==> src/pcs_pkg.sv <==
// Shared types and constants of the fixed-point PID step block.
// No dependencies; used by every module of the block.
`default_nettype none

package pcs_pkg;

  localparam int SAMPLE_W    = 16;
  localparam int DT_W        = 16;
  localparam int GAIN_W      = 16;
  localparam int SAMPLE_FRAC = 8;
  localparam int DT_FRAC     = 16;
  localparam int GAIN_FRAC   = 8;
  localparam int OUT_FRAC    = 14;

  localparam int ERR_W       = SAMPLE_W + 1;
  localparam int DIFF_W      = ERR_W + 1;
  localparam int INTEG_W     = 24;
  localparam int INTEG_SUM_W = INTEG_W + 2;
  localparam int QUOT_W      = DIFF_W - 1 + DT_FRAC;
  localparam int DERIV_W     = QUOT_W + 1;
  localparam int DIV_STEPS   = QUOT_W;
  localparam int DIV_CNT_W   = $clog2(DIV_STEPS + 1);
  localparam int DLO_W       = 17;
  localparam int MUL_A_W     = 25;
  localparam int MUL_B_W     = GAIN_W + 1;
  localparam int PROD_W      = MUL_A_W + MUL_B_W;
  localparam int ACC_W       = 60;
  localparam int DRIVE_W     = 16;

  localparam int ALIGN_SHIFT = DT_FRAC - SAMPLE_FRAC;
  localparam int DHI_SHIFT   = ALIGN_SHIFT + DLO_W;
  localparam int OUT_SHIFT   = GAIN_FRAC + DT_FRAC - OUT_FRAC;

  localparam logic signed [INTEG_SUM_W-1:0] INTEG_MAX = INTEG_SUM_W'(100 * 65536);
  localparam logic signed [INTEG_SUM_W-1:0] INTEG_MIN = -INTEG_SUM_W'(100 * 65536);
  localparam logic signed [ACC_W-1:0] ACC_ONE     = ACC_W'(1) <<< (GAIN_FRAC + DT_FRAC);
  localparam logic signed [ACC_W-1:0] ACC_NEG_ONE = -ACC_ONE;
  localparam logic signed [DRIVE_W-1:0] DRIVE_POS = DRIVE_W'(16384);
  localparam logic signed [DRIVE_W-1:0] DRIVE_NEG = -DRIVE_W'(16384);

  localparam logic signed [SAMPLE_W-1:0] TARGET_RST = '0;
  localparam logic [GAIN_W-1:0] GAIN_P_RST = GAIN_W'(512);
  localparam logic [GAIN_W-1:0] GAIN_I_RST = GAIN_W'(128);
  localparam logic [GAIN_W-1:0] GAIN_D_RST = GAIN_W'(256);

  typedef enum logic [1:0] {
    REG_TARGET = 2'd0,
    REG_GAIN_P = 2'd1,
    REG_GAIN_I = 2'd2,
    REG_GAIN_D = 2'd3
  } cfg_reg_t;

  typedef enum logic {
    OP_STEP  = 1'b0,
    OP_CLEAR = 1'b1
  } opcode_t;

  typedef enum logic [2:0] {
    MSEL_ERR_DT,
    MSEL_P,
    MSEL_I,
    MSEL_DLO,
    MSEL_DHI
  } mul_sel_t;

  typedef enum logic [2:0] {
    ACC_HOLD,
    ACC_LOAD_P,
    ACC_ADD_I,
    ACC_ADD_DLO,
    ACC_ADD_DHI
  } acc_op_t;

  typedef enum logic [3:0] {
    ST_IDLE,
    ST_INC,
    ST_INTEG,
    ST_MUL_I,
    ST_ACC_I,
    ST_WAIT_DIV,
    ST_MUL_DLO,
    ST_MUL_DHI,
    ST_ACC_DHI,
    ST_RESULT,
    ST_CLEAR
  } ctrl_state_t;

  typedef enum logic [1:0] {
    DV_IDLE,
    DV_RUN,
    DV_FIX
  } div_state_t;

  typedef struct packed {
    logic     load;
    logic     clear;
    logic     mul_en;
    mul_sel_t mul_sel;
    logic     integ_upd;
    acc_op_t  acc_op;
    logic     out_load;
    logic     out_zero;
  } dp_cmd_t;

  typedef struct packed {
    logic div_done;
  } dp_status_t;

endpackage

`default_nettype wire

==> src/pcs_ctrl.sv <==
// Sequencer of the PID step: handshakes and datapath commands.
// Depends on pcs_pkg.
`default_nettype none

module pcs_ctrl import pcs_pkg::*; (
  input  wire logic       clk,
  input  wire logic       rst,
  input  wire logic       s_tvalid,
  input  wire opcode_t    op,
  output logic            s_tready,
  output logic            m_tvalid,
  input  wire logic       m_tready,
  input  wire dp_status_t status,
  output dp_cmd_t         cmd
);

  ctrl_state_t state, state_next;
  logic out_free;

  // output register can take a new result this cycle
  assign out_free = !m_tvalid || m_tready;

  always_ff @(posedge clk) begin
    if (rst) begin
      state    <= ST_IDLE;
      m_tvalid <= 1'b0;
    end else begin
      state <= state_next;
      if (cmd.out_load) begin
        m_tvalid <= 1'b1;
      end else if (m_tready) begin
        m_tvalid <= 1'b0;
      end
    end
  end

  always_comb begin
    state_next  = state;
    cmd         = '0;
    cmd.mul_sel = MSEL_ERR_DT;
    cmd.acc_op  = ACC_HOLD;
    s_tready    = 1'b0;
    case (state)
      ST_IDLE: begin
        s_tready = 1'b1;
        if (s_tvalid) begin
          if (op == OP_CLEAR) begin
            cmd.clear  = 1'b1;
            state_next = ST_CLEAR;
          end else begin
            cmd.load   = 1'b1;
            state_next = ST_INC;
          end
        end
      end
      ST_INC: begin
        cmd.mul_en  = 1'b1;
        cmd.mul_sel = MSEL_ERR_DT;
        state_next  = ST_INTEG;
      end
      ST_INTEG: begin
        cmd.integ_upd = 1'b1;
        cmd.mul_en    = 1'b1;
        cmd.mul_sel   = MSEL_P;
        state_next    = ST_MUL_I;
      end
      ST_MUL_I: begin
        cmd.acc_op  = ACC_LOAD_P;
        cmd.mul_en  = 1'b1;
        cmd.mul_sel = MSEL_I;
        state_next  = ST_ACC_I;
      end
      ST_ACC_I: begin
        cmd.acc_op = ACC_ADD_I;
        state_next = ST_WAIT_DIV;
      end
      ST_WAIT_DIV: begin
        if (status.div_done) begin
          state_next = ST_MUL_DLO;
        end
      end
      ST_MUL_DLO: begin
        cmd.mul_en  = 1'b1;
        cmd.mul_sel = MSEL_DLO;
        state_next  = ST_MUL_DHI;
      end
      ST_MUL_DHI: begin
        cmd.acc_op  = ACC_ADD_DLO;
        cmd.mul_en  = 1'b1;
        cmd.mul_sel = MSEL_DHI;
        state_next  = ST_ACC_DHI;
      end
      ST_ACC_DHI: begin
        cmd.acc_op = ACC_ADD_DHI;
        state_next = ST_RESULT;
      end
      ST_RESULT: begin
        if (out_free) begin
          cmd.out_load = 1'b1;
          state_next   = ST_IDLE;
        end
      end
      ST_CLEAR: begin
        if (out_free) begin
          cmd.out_load = 1'b1;
          cmd.out_zero = 1'b1;
          state_next   = ST_IDLE;
        end
      end
      default: begin
        state_next = ST_IDLE;
      end
    endcase
  end

endmodule

`default_nettype wire

==> src/pcs_div.sv <==
// Radix-2 restoring divider for the derivative term, one quotient bit a cycle.
// Depends on pcs_pkg.
`default_nettype none

module pcs_div import pcs_pkg::*; (
  input  wire logic                      clk,
  input  wire logic                      rst,
  input  wire logic                      start,
  input  wire logic                      neg,
  input  wire logic [DIFF_W-2:0]         mag,
  input  wire logic [DT_W-1:0]           divisor,
  output logic signed [DERIV_W-1:0]      quot,
  output logic                           done
);

  div_state_t state, state_next;
  logic [DIV_CNT_W-1:0] cnt;
  logic [DT_W-1:0] rem, dvs, rem_step;
  logic [QUOT_W-1:0] nq;
  logic neg_r;
  logic [DT_W:0] trial;
  logic ge;
  logic signed [DERIV_W-1:0] qext;

  assign trial = {rem, nq[QUOT_W-1]};
  assign ge    = trial >= {1'b0, dvs};
  assign qext  = $signed({1'b0, nq});

  always_comb begin
    rem_step = trial[DT_W-1:0];
    if (ge) begin
      rem_step = DT_W'(trial - {1'b0, dvs});
    end
  end

  always_comb begin
    state_next = state;
    case (state)
      DV_IDLE: begin
        if (start) begin
          state_next = DV_RUN;
        end
      end
      DV_RUN: begin
        if (cnt == DIV_CNT_W'(1)) begin
          state_next = DV_FIX;
        end
      end
      DV_FIX: begin
        state_next = DV_IDLE;
      end
      default: begin
        state_next = DV_IDLE;
      end
    endcase
    if (start) begin
      state_next = DV_RUN;
    end
  end

  always_ff @(posedge clk) begin
    if (rst) begin
      state <= DV_IDLE;
      cnt   <= '0;
      done  <= 1'b0;
    end else begin
      state <= state_next;
      if (start) begin
        cnt  <= DIV_CNT_W'(DIV_STEPS);
        done <= 1'b0;
      end else if (state == DV_RUN) begin
        cnt <= cnt - DIV_CNT_W'(1);
      end else if (state == DV_FIX) begin
        done <= 1'b1;
      end
    end
  end

  always_ff @(posedge clk) begin
    if (start) begin
      rem   <= '0;
      nq    <= {mag, {DT_FRAC{1'b0}}};
      dvs   <= divisor;
      neg_r <= neg;
    end else if (state == DV_RUN) begin
      rem <= rem_step;
      nq  <= {nq[QUOT_W-2:0], ge};
    end
    if (state == DV_FIX) begin
      quot <= neg_r ? -qext : qext;
    end
  end

endmodule

`default_nettype wire

==> src/pcs_datapath.sv <==
// Datapath of the PID step: config registers, state, shared multiplier,
// accumulator, saturation and result register. Depends on pcs_pkg, pcs_div.
`default_nettype none

module pcs_datapath import pcs_pkg::*; (
  input  wire logic                   clk,
  input  wire logic                   rst,
  input  wire logic                   cfg_wr_en,
  input  wire cfg_reg_t               cfg_index,
  input  wire logic [GAIN_W-1:0]      cfg_data,
  input  wire logic [SAMPLE_W-1:0]    measured,
  input  wire logic [DT_W-1:0]        step_time,
  input  wire dp_cmd_t                cmd,
  output dp_status_t                  status,
  output logic [DRIVE_W-1:0]          drive,
  output logic                        drive_saturated,
  output logic                        integral_clamped
);

  logic signed [SAMPLE_W-1:0] target_value;
  logic [GAIN_W-1:0] gain_p, gain_i, gain_d;

  logic signed [ERR_W-1:0] err_next, err, last_error;
  logic signed [DIFF_W-1:0] diff_next;
  logic [DIFF_W-2:0] diff_abs;
  logic [DT_W-1:0] dt, divisor;
  logic signed [INTEG_W-1:0] error_integral;
  logic signed [INTEG_SUM_W-1:0] inc, integ_sum, integ_clip;
  logic iclamp_next, iclamp;
  logic signed [DERIV_W-1:0] deriv;
  logic div_done;

  logic signed [MUL_A_W-1:0] mul_a;
  logic signed [MUL_B_W-1:0] mul_b;
  logic signed [PROD_W-1:0] prod;
  logic signed [ACC_W-1:0] acc, prod_ext;
  logic signed [DRIVE_W-1:0] drive_val;
  logic sat;

  always_ff @(posedge clk) begin
    if (rst) begin
      target_value <= TARGET_RST;
      gain_p       <= GAIN_P_RST;
      gain_i       <= GAIN_I_RST;
      gain_d       <= GAIN_D_RST;
    end else if (cfg_wr_en) begin
      case (cfg_index)
        REG_TARGET: target_value <= $signed(cfg_data);
        REG_GAIN_P: gain_p <= cfg_data;
        REG_GAIN_I: gain_i <= cfg_data;
        REG_GAIN_D: gain_d <= cfg_data;
        default: ;
      endcase
    end
  end

  assign err_next  = ERR_W'(target_value) - ERR_W'($signed(measured));
  assign diff_next = DIFF_W'(err_next) - DIFF_W'(last_error);
  // magnitude of the difference always fits one bit narrower
  assign diff_abs  = diff_next[DIFF_W-1] ? (DIFF_W-1)'(-diff_next)
                                         : (DIFF_W-1)'(diff_next);
  // a zero step time divides by one
  assign divisor   = (step_time == '0) ? DT_W'(1) : step_time;

  pcs_div u_div (
    .clk     (clk),
    .rst     (rst),
    .start   (cmd.load),
    .neg     (diff_next[DIFF_W-1]),
    .mag     (diff_abs),
    .divisor (divisor),
    .quot    (deriv),
    .done    (div_done)
  );

  assign status.div_done = div_done;

  always_ff @(posedge clk) begin
    if (cmd.load) begin
      err <= err_next;
      dt  <= step_time;
    end
  end

  // error*dt from Q8.24 down to Q8.16, floor
  assign inc       = $signed(prod[SAMPLE_FRAC+INTEG_SUM_W-1:SAMPLE_FRAC]);
  assign integ_sum = INTEG_SUM_W'(error_integral) + inc;

  always_comb begin
    integ_clip  = integ_sum;
    iclamp_next = 1'b0;
    if (integ_sum > INTEG_MAX) begin
      integ_clip  = INTEG_MAX;
      iclamp_next = 1'b1;
    end else if (integ_sum < INTEG_MIN) begin
      integ_clip  = INTEG_MIN;
      iclamp_next = 1'b1;
    end
  end

  always_ff @(posedge clk) begin
    if (rst) begin
      error_integral <= '0;
      last_error     <= '0;
    end else begin
      if (cmd.clear) begin
        error_integral <= '0;
        last_error     <= '0;
      end else begin
        if (cmd.load) begin
          last_error <= err_next;
        end
        if (cmd.integ_upd) begin
          error_integral <= INTEG_W'(integ_clip);
        end
      end
    end
  end

  always_ff @(posedge clk) begin
    if (cmd.integ_upd) begin
      iclamp <= iclamp_next;
    end
  end

  // shared multiplier; derivative term in two halves
  always_comb begin
    mul_a = MUL_A_W'(err);
    mul_b = $signed({1'b0, dt});
    case (cmd.mul_sel)
      MSEL_ERR_DT: begin
        mul_a = MUL_A_W'(err);
        mul_b = $signed({1'b0, dt});
      end
      MSEL_P: begin
        mul_a = MUL_A_W'(err);
        mul_b = $signed({1'b0, gain_p});
      end
      MSEL_I: begin
        mul_a = MUL_A_W'(error_integral);
        mul_b = $signed({1'b0, gain_i});
      end
      MSEL_DLO: begin
        mul_a = $signed({{(MUL_A_W-DLO_W){1'b0}}, deriv[DLO_W-1:0]});
        mul_b = $signed({1'b0, gain_d});
      end
      MSEL_DHI: begin
        mul_a = MUL_A_W'($signed(deriv[DERIV_W-1:DLO_W]));
        mul_b = $signed({1'b0, gain_d});
      end
      default: ;
    endcase
  end

  always_ff @(posedge clk) begin
    if (cmd.mul_en) begin
      prod <= mul_a * mul_b;
    end
  end

  assign prod_ext = ACC_W'(prod);

  always_ff @(posedge clk) begin
    case (cmd.acc_op)
      ACC_LOAD_P:  acc <= prod_ext <<< ALIGN_SHIFT;
      ACC_ADD_I:   acc <= acc + prod_ext;
      ACC_ADD_DLO: acc <= acc + (prod_ext <<< ALIGN_SHIFT);
      ACC_ADD_DHI: acc <= acc + (prod_ext <<< DHI_SHIFT);
      default: ;
    endcase
  end

  always_comb begin
    drive_val = $signed(acc[OUT_SHIFT+DRIVE_W-1:OUT_SHIFT]);
    sat       = 1'b0;
    if (acc > ACC_ONE) begin
      drive_val = DRIVE_POS;
      sat       = 1'b1;
    end else if (acc < ACC_NEG_ONE) begin
      drive_val = DRIVE_NEG;
      sat       = 1'b1;
    end
  end

  always_ff @(posedge clk) begin
    if (cmd.out_load) begin
      if (cmd.out_zero) begin
        drive            <= '0;
        drive_saturated  <= 1'b0;
        integral_clamped <= 1'b0;
      end else begin
        drive            <= drive_val;
        drive_saturated  <= sat;
        integral_clamped <= iclamp;
      end
    end
  end

endmodule

`default_nettype wire

==> src/pid_controller_step.sv <==
// Fixed-point PID step. One item is worked on at a time, so the sustained
// rate of step items is set by the serial divider of the derivative term
// (33 quotient bits and a sign fix). The result register lets the next item
// in while a result waits. Synchronous reset restores setpoint 0, gains
// 2.0/0.5/1.0, zero integral and last error, and an empty output.
`default_nettype none

module pid_controller_step import pcs_pkg::*; (
  input  wire logic        clk,
  input  wire logic        rst,
  input  wire logic        s_tvalid,
  output logic             s_tready,
  input  wire logic [31:0] s_tdata,   // [15:0] measured, [31:16] step_time
  input  wire logic [0:0]  s_tuser,   // [0] opcode
  output logic             m_tvalid,
  input  wire logic        m_tready,
  output logic [15:0]      m_tdata,   // [15:0] drive
  output logic [1:0]       m_tuser,   // [0] drive_saturated, [1] integral_clamped
  input  wire logic        cfg_wr_en,
  input  wire logic [1:0]  cfg_index,
  input  wire logic [15:0] cfg_data
);

  dp_cmd_t    cmd;
  dp_status_t status;

  pcs_ctrl u_ctrl (
    .clk      (clk),
    .rst      (rst),
    .s_tvalid (s_tvalid),
    .op       (opcode_t'(s_tuser[0])),
    .s_tready (s_tready),
    .m_tvalid (m_tvalid),
    .m_tready (m_tready),
    .status   (status),
    .cmd      (cmd)
  );

  pcs_datapath u_dp (
    .clk              (clk),
    .rst              (rst),
    .cfg_wr_en        (cfg_wr_en),
    .cfg_index        (cfg_reg_t'(cfg_index)),
    .cfg_data         (cfg_data),
    .measured         (s_tdata[15:0]),
    .step_time        (s_tdata[31:16]),
    .cmd              (cmd),
    .status           (status),
    .drive            (m_tdata),
    .drive_saturated  (m_tuser[0]),
    .integral_clamped (m_tuser[1])
  );

endmodule

`default_nettype wire

==> config.mk <==
export PLATFORM = sky130hd
export DESIGN_NAME = pid_controller_step
export DESIGN_NICKNAME = d
export VERILOG_FILES = /design/src/pcs_pkg.sv /design/src/pcs_ctrl.sv /design/src/pcs_div.sv /design/src/pcs_datapath.sv /design/src/pid_controller_step.sv
export SDC_FILE = /design/constraint.sdc
export NUM_CORES = 2
export LEC_CHECK = 0
export BUFFER_PORTS_ARGS = -buffer_cell sky130_fd_sc_hd__buf_2
export CAP_MARGIN = 10
export CORE_MARGIN = 4
export CORE_UTILIZATION = 30
export CTS_CLUSTER_DIAMETER = 60
export DETAILED_ROUTE_END_ITERATION = 8
export PLACE_DENSITY = 0.46
export RECOVER_POWER = 100
export REMOVE_ABC_BUFFERS = 1
export SLEW_MARGIN = 20
export SYNTH_ARGS = -nofsm -noshare
export SYNTH_HDL_FRONTEND = slang
export SYNTH_SLANG_ARGS = --single-unit
export TNS_END_PERCENT = 5
==> constraint.sdc <==
create_clock -name clk -period 8.8 [get_ports clk]
set_input_delay 1.32 -clock clk [delete_from_list [all_inputs] [get_ports clk]]
set_output_delay 1.32 -clock clk [all_outputs]
set_load 0.01 [all_outputs]
==> impl_metrics.yaml <==
run_status:
  outcome: "finished, violations left"
  violations: "capacitance limit, slew limit"
timing:
  slew_headroom_pct: -107.6
  skew_ns: 0.04221
  post-route-period-util_pct: 95.60
  timing.final.ws_setup_ns: 0.3873
  drv_slew: 240
  period_minus_slack_ns: 8.413
  rsz0062_at_grt: "true"
  worst_slew_pin_slew_ns: 3.107
  fmax_mhz: 118.9
  final_hold_viol_count: 0
  setup_viol_count_final: 0
logic_synthesis:
  yosysSeqAreaShare_pct: 23.66
  ys_top_cells_by_area: "fa_1 19%, edfxtp_1 16%, ha_1 9.6%, dfxtp_1 7.4%, nand2_1 5.7%"
  synth_ff_type: "edfxtp_1"
  yosysTopAreaCell: "fa_1"
  synthCells: 4772
  yosysUniqueCellTypes: 88
  synth_top_area_share_pct: 18.97
  ys_seq_elements: 373
  synth_edf_count: 222
  async_flop_share_pct: 0
  yosysWarnings: 0
  syn_area_per_cell_um2: 8.582
  syn-cell-area_um2: 40950
drt:
  wl_um: 138300
  dr_wl_met3_um: 7385
  route.top_layer_used: "met5"
  wl_met2_um: 62230
  wl_met1_um: 64830
  wire_per_inst_um: 20.91
  via_count: 33956
  first_pass_iters: 7
  drtIter0Drc: 2494
  drtAntennaViolNets: 0
  via_per_inst: 5.136
  drc_errors: 0
floorplan:
  die_y_um: 377.5
  die_area_um2: 142500
  core_um2: 135500
  die_w_um: 377.5
  core.rowCount: 135
  num_io_pins: 76
  initial_utilization_pct: 30.23
critical_path:
  critPathLaunchType: "flip-flop"
  slowest_delay_ns: 0.55
  worstPathMaxFanout: 41
  ff2ff_path_depth: 31
  r2r_end: "u_dp.prod[40]$_DFFE_PP_"
  criticalPathCategory: "flip-flop to flip-flop"
  worst_setup_path_end_kind: "flip-flop"
  arrival_ns: 8.82
  cp_slowest_cell: "fa_1"
  reg2reg_slack_ns: 0.39
  cp.required_ns: 9.21
  rr_startpoint: "u_ctrl.state[2]$_SDFFE_PP0P_"
clocking:
  cts_buffers: 57
  clkSinkCount: 373
  cts_max_level: 2
  clk_path_buf_depth: 3
  clkSlewWorstSetupHoldPaths_ns: 0.06
  cts-root-buf: "clkbuf_16"
  cts_hold_buf: 0
  cts_tree: "built"
  clk_latency_ns: 0.67
grt:
  overflow: 0
  grt_start_max_net_pins: 75
  antenna_found_initial: 4
  grt_use_total_pct: 19.27
  grt_pass1_wl_um: 212300
  grt_pass1_vias: 34138
finish:
  nNetsFinal: 5538
  layout_commonest_cell: "nand2_1"
  syn2layout_area_growth_pct: 11.15
  regArea_um2: 9689
  mostFrequentLayoutCells: "620 x nand2_1, 583 x inv_1, 388 x fa_1"
  fillers: 14297
  multiInputGateArea_um2: 28390
  drive_gt1_share_pct: 5.798
min_path:
  min_to: "u_dp.gain_p[2]$_SDFFE_PP0P_"
  min_from: "u_dp.gain_p[2]$_SDFFE_PP0P_"
  hold_path_class: "flip-flop to flip-flop"
  hold_depth: 2
placed_design:
  pre_cts_ws_ns: 0.2405
  gp_congestion: 0.9146
  io_buffers: 75
  dpl.hpwl_um: 109700
run:
  drv_cap: 6
## per-layer routing
| metal | up-vias | GRT usage (%) |
|---|---|---|
| met1 | 16541 | 26.88 |
| li1 | 16344 | - |
| met2 | 875 | 31.31 |
| met3 | 194 | 2.785 |
| met4 | 2 | 4.995 |
| met5 | - | 0 |
## what timing repair did
| action | CTS | global route |
|---|---|---|
| setup endpoints to repair | 0 | 6 |
| gates resized for setup | 0 | 6 |
| endpoints found under the hold margin | 0 | 0 |
| setup buffers | 0 | 3 |
## cell usage after synthesis (all sizes together) (46+ instances only)
| cell | count |
|---|---|
| a21o | 118 |
| nand4 | 47 |
| xor2 | 91 |
| nor3 | 61 |
| a21oi | 376 |
| ha | 314 |
| dfxtp | 151 |
| nand3 | 106 |
| fa | 388 |
| edfxtp | 222 |
| and2 | 48 |
| nand2 | 620 |
| inv | 585 |
| a211oi | 46 |
| o21ai | 223 |
| nor2 | 368 |
| xnor2 | 172 |
| clkbuf | 196 |
| nand2b | 47 |
## worst max-delay path: cells and delay by family, from the launching register on
kind / cells / cell delay, ns
adder cells (fa/ha/maj): 7 / 3.50
AO/OA/AOI/OAI: 9 / 2.30
AND/OR/NAND/NOR: 5 / 0.86
XOR/XNOR: 1 / 0.10
buffers and inverters: 9 / 1.02
flip-flops: 1 / 0.30
## registers in the layout, indices dropped and copies added (netlist names), 2 cells and up
| register | flops |
|---|---|
| u_dp.error_integral | 24 |
| u_dp.gain_p | 16 |
| u_dp.u_div.nq | 33 |
| u_dp.drive | 16 |
| u_dp.u_div.rem | 16 |
| u_dp.last_error | 17 |
| u_dp.err | 17 |
| u_dp.prod | 42 |
| u_dp.gain_d | 16 |
| u_ctrl.state | 4 |
| u_dp.u_div.quot | 34 |
| u_dp.target_value | 16 |
| u_dp.dt | 16 |
| u_dp.acc | 60 |
| u_dp.u_div.cnt | 6 |
| u_dp.u_div.state | 2 |
| u_dp.u_div.dvs | 16 |
| u_dp.gain_i | 16 |
## cell type report
class | count | area share, %
clock inverter | 39 | 1.058
multi-input combinational | 3602 | 62.36
antenna | 2 | 0.01100
sequential | 373 | 21.29
tap | 1781 | 4.896
clock buffer | 69 | 3.439
timing repair buffer | 161 | 2.114
inverter | 585 | 4.835
## through the flow
stage	std cells	instance area (um2)	hold WS, ns	setup TNS [ns]	util [%]
after global placement	6498	43480	0.4410	0	32.09
final	6612	45520	0.4537	0	33.60
after detailed placement	6498	43480	0.4460	0	32.10
after global routing	6610	45510	0.4704	-0.02845	33.60
after floorplan	4559	40120	0.4297	-37.31	-
after CTS	6606	45530	0.4537	0	33.61
## cell families after synthesis
group	Yosys count	share of synthesized area, %
AND/OR/NAND/NOR	1479	16.28
AO/OA/AOI/OAI	1133	17.90
buffers and inverters	798	7.382
adder cells (fa/ha/maj)	702	28.56
flip-flops	373	23.66
XOR/XNOR	263	5.625
multiplexers	24	0.5927
## worst max-delay path by stage
stage | from | endpoint | slack, ns
2_1_floorplan | u_ctrl.state[2]$_SDFFE_PP0P_ | u_dp.prod[40]$_DFFE_PP_ | -2.13
3_3_place_gp | u_ctrl.state[2]$_SDFFE_PP0P_ | u_dp.prod[40]$_DFFE_PP_ | 0.14
3_5_place_dp | u_ctrl.state[2]$_SDFFE_PP0P_ | u_dp.prod[40]$_DFFE_PP_ | 0.24
4_1_cts | u_ctrl.state[2]$_SDFFE_PP0P_ | u_dp.prod[40]$_DFFE_PP_ | 0.21
5_1_grt | u_ctrl.state[2]$_SDFFE_PP0P_ | u_dp.prod[40]$_DFFE_PP_ | -0.03
6_report | u_ctrl.state[2]$_SDFFE_PP0P_ | u_dp.prod[40]$_DFFE_PP_ | 0.39
Power is not shown: default switching activity piles up to over one toggle a cycle in this logic, so the estimate is an artifact.
